<file path="src/rtl/ghbacp_fifo.sv">
// Small register FIFO used for the job queue and the result queue.
// Depends on nothing but its type parameter.
`default_nettype none
module ghbacp_fifo #(
    parameter type T     = logic,
    parameter int  DEPTH = 2
) (
    input  wire  i_clk,
    input  wire  i_rst_n,
    input  wire  i_push,
    input  T     i_data,
    output logic o_full,
    input  wire  i_pop,
    output T     o_data,
    output logic o_empty
);
    localparam int AW = (DEPTH > 1) ? $clog2(DEPTH) : 1;
    localparam int CW = $clog2(DEPTH + 1);

    T              r_mem [DEPTH];
    logic [AW-1:0] r_wp, r_rp;
    logic [CW-1:0] r_cnt;
    logic          do_push, do_pop;

    assign o_full  = (r_cnt == CW'(DEPTH));
    assign o_empty = (r_cnt == '0);
    assign do_push = i_push && !o_full;
    assign do_pop  = i_pop && !o_empty;
    assign o_data  = r_mem[r_rp];

    always_ff @(posedge i_clk) begin
        if (!i_rst_n) begin
            r_wp  <= '0;
            r_rp  <= '0;
            r_cnt <= '0;
        end else begin
            if (do_push) begin
                r_wp <= (r_wp == AW'(DEPTH - 1)) ? '0 : r_wp + 1'b1;
            end
            if (do_pop) begin
                r_rp <= (r_rp == AW'(DEPTH - 1)) ? '0 : r_rp + 1'b1;
            end
            if (do_push && !do_pop) begin
                r_cnt <= r_cnt + 1'b1;
            end else if (do_pop && !do_push) begin
                r_cnt <= r_cnt - 1'b1;
            end
        end
    end

    always_ff @(posedge i_clk) begin
        if (do_push) begin
            r_mem[r_wp] <= i_data;
        end
    end
endmodule
`default_nettype wire

</file>
<file path="config.mk">
export PLATFORM = sky130hd
export DESIGN_NAME = ghbacp_fifo
export DESIGN_NICKNAME = d
export VERILOG_FILES = /design/src/rtl/ghbacp_fifo.sv
export SDC_FILE = /design/constraint.sdc
export NUM_CORES = 1
export LEC_CHECK = 0
export BUFFER_PORTS_ARGS = -buffer_cell sky130_fd_sc_hd__buf_4
export CORE_AREA = 2 2 39 41
export DETAILED_ROUTE_END_ITERATION = 6
export DIE_AREA = 0 0 41 43
export GPL_TIMING_DRIVEN = 0
export PLACE_DENSITY = 0.5
export RECOVER_POWER = 50
export REMOVE_ABC_BUFFERS = 1
export SYNTH_ARGS = -nofsm -noshare
export SYNTH_HDL_FRONTEND = slang
export SYNTH_SLANG_ARGS = --single-unit
</file>
<file path="constraint.sdc">
create_clock -name i_clk -period 1.6 [get_ports i_clk]
set_input_delay 0.32 -clock i_clk [delete_from_list [all_inputs] [get_ports i_clk]]
set_output_delay 0.32 -clock i_clk [all_outputs]
set_load 0.03 [all_outputs]
</file>
==> results of run 1 <==
routing by layer:
metal | part of all wire (%) | up-vias | global-route usage (%)
li1 | - | 117 | -
met1 | 36 | 105 | 7.19
met2 | 54 | 7 | 12.8
met3 | 8.9 | 2 | 7.85
met4 | 1.1 | 0 | 2.00
met5 | 0 | - | 0
cells in the mapped netlist, drive strengths merged:
library cell,count,area (µm²)
or3,1,6.26
o21ai,2,10.0
xnor2,2,17.5
ha,1,12.5
edfxtp,2,60.1
mux2,1,11.3
inv,2,7.50
nor3,1,10.0
o21a,1,7.51
nor2,2,7.51
xor2,1,8.76
and3,1,6.26
dfxtp,5,100
and2,3,18.8
a21boi,2,15.0
nand2b,1,6.26
kinds of logic (layout without fill, tap and decap cells):
family,after synthesis,after routing,share of synthesized area (%)
xor+xnor,3,3,8.61
flops,7,7,52.5
mux,1,1,3.69
compound gates,5,5,10.7
simple gates,9,9,18.0
buf+inv,2,13,2.46
fa+ha+maj,1,1,4.10
stage by stage:
| step | utilization, % | setup WS [ns] | instance area, µm² | power [µW] |
|---|---|---|---|---|
| final | 29.6 | 0.0946 | 409 | 797 |
| after detailed placement | 27.3 | 0.0159 | 378 | 621 |
| after floorplan | - | 0.0480 | 305 | 523 |
| after global routing | 29.6 | 0.0117 | 409 | 858 |
| after CTS | 29.3 | 0.0420 | 405 | 791 |
| after global placement | 27.3 | 0.0616 | 378 | 607 |
critical path, delay by kind of cell, from the launching register on:
kind | cells | cell delay (ns)
compound gates | 1 | 0.14
flops | 1 | 0.38
fa+ha+maj | 1 | 0.27
simple gates | 3 | 0.60
buf+inv | 1 | 0.04
what timing repair did:
item                       in CTS  in global routing
pin swaps                       0                  0
resized for setup               1                  2
setup endpoints to repair       1                  1
path summary, 6_finish.rpt:
kind | start | endpoint | slack, ns | cells past startpoint
hold / removal | i_data | r_mem[0] | 0.29 | 1
hold reg to reg | r_cnt[1] | r_cnt[1] | 0.52 | 2
setup / recovery | r_cnt[0] | r_cnt[1] | 0.09 | 6
setup reg to reg | r_cnt[0] | r_cnt[1] | 0.09 | 6
power groups by stage:
stage	Sequential, µW	Combinational (µW)	Clock [µW]
global placement	278	328	0
CTS	281	348	162
detailed placement	281	340	0
global route	300	380	178
floorplan	272	251	0
finish	292	351	154
cell type report:
class / count / area, µm²
clock buffers: 4 / 26.3
fillers: 156 / 975
inverters: 2 / 7.51
multi-input cells: 19 / 140
flip-flops and latches: 7 / 163
well taps: 16 / 20.0
repair buffers: 7 / 52.6
==> flow_summary.json, run 1 <==
{
  "worst_pin_slew_ns": 0.276,
  "track_usage_pct": 8.17,
  "drive_gt1_share_pct": 38.5,
  "dieArea_um2": 1760,
  "ys_ff_latch": 7,
  "internal-power_uw": 506,
  "syn_inst": 28,
  "portBuffers": 7,
  "ant_nets": 0,
  "criticalPathCategory": "reg2reg",
  "p_comb_share_pct": 44.0,
  "antenna_found_initial": 0,
  "cts_sinks": 7,
  "final_common_cell": "buf_4",
  "cp_slowest_cell": "dfxtp_2",
  "max_freq_mhz": 664,
  "core_um2": 1380,
  "drc": 0,
  "dr.pass1.iters": 4,
  "switching_share_pct": 36.5,
  "vdd_drop_max_mv": 0.930,
  "power.leakage_uw": 0.000176,
  "initial_core_util_pct": 22.1,
  "die_h_um": 43,
  "critical_path.max_stage_delay_ns": 0.38,
  "cts_hold_buf": 0,
  "cts_tree": "built",
  "grt_overflow_total": 0,
  "worst_clock_skew_ns": 0.00536,
  "finalHoldViolations": 0,
  "cts_root_buffer": "clkbuf_4",
  "mostFrequentLayoutCells": "buf_4 (6), clkbuf_4 (4), and2_1 (3), dfxtp_1 (3)",
  "ys_types": 19,
  "cts_buffer_depth": 2,
  "maxCapViolations": 0,
  "required_ns": 1.77,
  "num_rows": 14,
  "routabilityCongestion": 0.717,
  "ys_seq_area_share_pct": 52.5,
  "start_kind": "register",
  "grt_max_degree": 6,
  "ios": 8,
  "tns_ns": 0,
  "yosysWarnings": 0,
  "insertion_delay_ns": 0.24,
  "stdcell_count": 55,
  "cts_made_buffers": 3,
  "clkPwrFrac_pct": 19.3,
  "post-route-period-util_pct": 94.1,
  "min_period_ns": 1.51,
  "htree_num_levels": 1,
  "worst_hold_path_type": "in2reg",
  "vias_per_cell": 4.20,
  "die_x_um": 41,
  "worstPathCellList": "nand2b_4 > inv_2 > nor2_1 > ha_1 > or3_1 > a21boi_1",
  "end_kind": "register",
  "setup_viol": 0,
  "synth.cell_area_um2": 305,
  "grt_pass1_vias": 237,
  "path_clk_slew_ns": 0.05,
  "wire_per_inst_um": 10.2,
  "status": "finished, final reports clean",
  "switching_power_uw": 291,
  "seqPwrFrac_pct": 36.6,
  "vias": 231,
  "slew_headroom_pct": 81.4,
  "power_density_nw_per_um2": 1950,
  "dpl.hpwl_um": 409,
  "worst_hold_slack_ns": 0.289,
  "arrival_ns": 1.67,
  "rsz0062_at_grt": "no",
  "syn_area_per_cell_um2": 10.9,
  "diodes": 0,
  "grt_pass1_wl_um": 876,
  "dp.cells": 51,
  "postCtsSetupBuffers": 0,
  "drtIter0Drc": 3,
  "syn_to_final_growth_pct": 34.0,
  "nets": 46,
  "slew_viol_final": 0,
  "routed_wl_um": 562,
  "path_max_fanout": 5
}
Power figures use the tool's default switching activity.
==> run 2: changes to the inputs <==
--- a/config.mk
+++ b/config.mk
@@ -6,13 +6,16 @@
 export NUM_CORES = 1
 export LEC_CHECK = 0
 export BUFFER_PORTS_ARGS = -buffer_cell sky130_fd_sc_hd__buf_4
+export CELL_PAD_IN_SITES_DETAIL_PLACEMENT = 0
+export CELL_PAD_IN_SITES_GLOBAL_PLACEMENT = 1
 export CORE_AREA = 2 2 39 41
 export DETAILED_ROUTE_END_ITERATION = 6
 export DIE_AREA = 0 0 41 43
-export GPL_TIMING_DRIVEN = 0
-export PLACE_DENSITY = 0.5
+export GPL_TIMING_DRIVEN = 1
+export PLACE_DENSITY = 0.59
 export RECOVER_POWER = 50
 export REMOVE_ABC_BUFFERS = 1
+export SLEW_MARGIN = 25
 export SYNTH_ARGS = -nofsm -noshare
 export SYNTH_HDL_FRONTEND = slang
 export SYNTH_SLANG_ARGS = --single-unit
==> flow_summary.json, run 2 (same netlist as run 1, synthesis figures left out) <==
{
  "criticalPathCategory": "reg2reg",
  "final_common_cell": "buf_4",
  "dieArea_um2": 1760,
  "critPathBufInv": 0,
  "vias": 233,
  "worst_pin_slew_ns": 0.337,
  "cts_sinks": 7,
  "p_total_uw": 779,
  "routabilityCongestion": 0.734,
  "cp_slowest_cell": "or3_1",
  "portBuffers": 7,
  "grt_pass1_wl_um": 724,
  "cts_root_buffer": "clkbuf_4",
  "cts_tree": "built",
  "cts_resized": 0,
  "vias_per_cell": 4.16,
  "max_freq_mhz": 657,
  "worst_hold_slack_ns": 0.276,
  "rsz0062_at_grt": "no",
  "mostFrequentLayoutCells": "buf_4 (7), dfxtp_1 (5), clkbuf_4 (4)",
  "reg2reg_to": "r_cnt[1]",
  "grt_overflow_total": 0,
  "end_kind": "register",
  "dr.pass1.iters": 4,
  "post-route-period-util_pct": 95.1,
  "wire_per_inst_um": 8.93,
  "cp-startpoint": "r_cnt[1]",
  "required_ns": 1.78,
  "start_kind": "register",
  "die_x_um": 41,
  "drive_gt1_share_pct": 32.5,
  "grt_max_degree": 6,
  "path_max_fanout": 5,
  "cp_top_family": "compound AO/OA/AOI/OAI gates",
  "worstPathCellList": "o21ai_0 > ha_1 > or3_1 > a21boi_1",
  "slew_viol_final": 0,
  "dpl.hpwl_um": 398,
  "setup_viol": 0,
  "drtIter0Drc": 1,
  "initial_core_util_pct": 22.1,
  "cts_hold_buf": 0,
  "maxCapViolations": 0,
  "routed_wl_um": 500,
  "finalHoldViolations": 0,
  "die_h_um": 43,
  "slew_headroom_pct": 77.3,
  "arrival_ns": 1.70,
  "r2r_cells": 4,
  "ant_nets": 0,
  "worst_hold_path_type": "in2reg",
  "timing.rr.start": "r_cnt[1]",
  "cts_buffer_depth": 2,
  "critical_path.max_stage_delay_ns": 0.35,
  "postCtsSetupBuffers": 0,
  "tns_ns": 0,
  "fill_cells": 156,
  "min_period_ns": 1.52,
  "cts_made_buffers": 3,
  "path_clk_slew_ns": 0.05,
  "grt_pass1_vias": 187,
  "diodes": 0,
  "reg2reg_slack_ns": 0.08,
  "antenna_found_initial": 0,
  "syn_to_final_growth_pct": 33.2,
  "core_um2": 1380,
  "cp_num_cells": 4,
  "ios": 8,
  "power_density_nw_per_um2": 1920,
  "htree_num_levels": 1,
  "nets": 47,
  "power.leakage_uw": 0.000176,
  "critPathCapture": "r_cnt[1]",
  "track_usage_pct": 7.37,
  "status": "finished, final reports clean",
  "worst_clock_skew_ns": 0.00759,
  "vdd_drop_max_mv": 0.522,
  "drc": 0,
  "num_rows": 14,
  "insertion_delay_ns": 0.25
}
run 2: cell types whose count changed in the layout (fill, tap and decap cells not counted), sizes merged:
cell,before,now
buf,6,7
run 2: cell type report:
type                            count  area, µm²  area share, %
Clock buffer                        4       26.3           6.46
Timing Repair Buffer                8       60.1           14.8
Sequential cell                     7        160           39.4
Multi-Input combinational cell     19        133           32.6
Inverter                            2       7.51           1.85
Tap cell                           16       20.0           4.92
run 2: per-stage QoR:
| stage | setup slack [ns] | util (%) | cells | area (µm²) |
|---|---|---|---|---|
| floorplan | 0.0480 | - | 28 | 305 |
| global placement | 0.148 | 27.8 | 52 | 385 |
| detailed placement | 0.0983 | 27.8 | 52 | 385 |
| CTS | 0.0866 | 29.7 | 56 | 412 |
| global route | 0.0108 | 29.4 | 56 | 407 |
| finish | 0.0780 | 29.4 | 56 | 407 |
run 2: routing by layer:
| layer | GRT usage, % | part of all wire [%] |
|---|---|---|
| met1 | 6.54 | 40 |
| met2 | 9.06 | 52 |
| met3 | 7.85 | 7.4 |
| met4 | 6.00 | 0 |
| met5 | 0 | 0 |
run 2: worst min path at each step:
stage,startpoint,end,slack (ns),depth (start not counted)
after global routing,i_data,r_mem[1],0.26,1
after floorplan,i_data,r_mem[0],0.42,0
final,i_data,r_mem[0],0.28,1
after detailed placement,i_data,r_mem[1],0.51,1
after CTS,i_data,r_mem[0],0.24,1
after global placement,r_cnt[1],r_cnt[1],0.50,2
run 2: power breakdown:
group / total (µW) / internal, µW / switching [µW]
Sequential: 266 / 238 / 28.8
Combinational: 355 / 166 / 189
Clock: 158 / 95.0 / 62.6
Total: 779 / 498 / 281
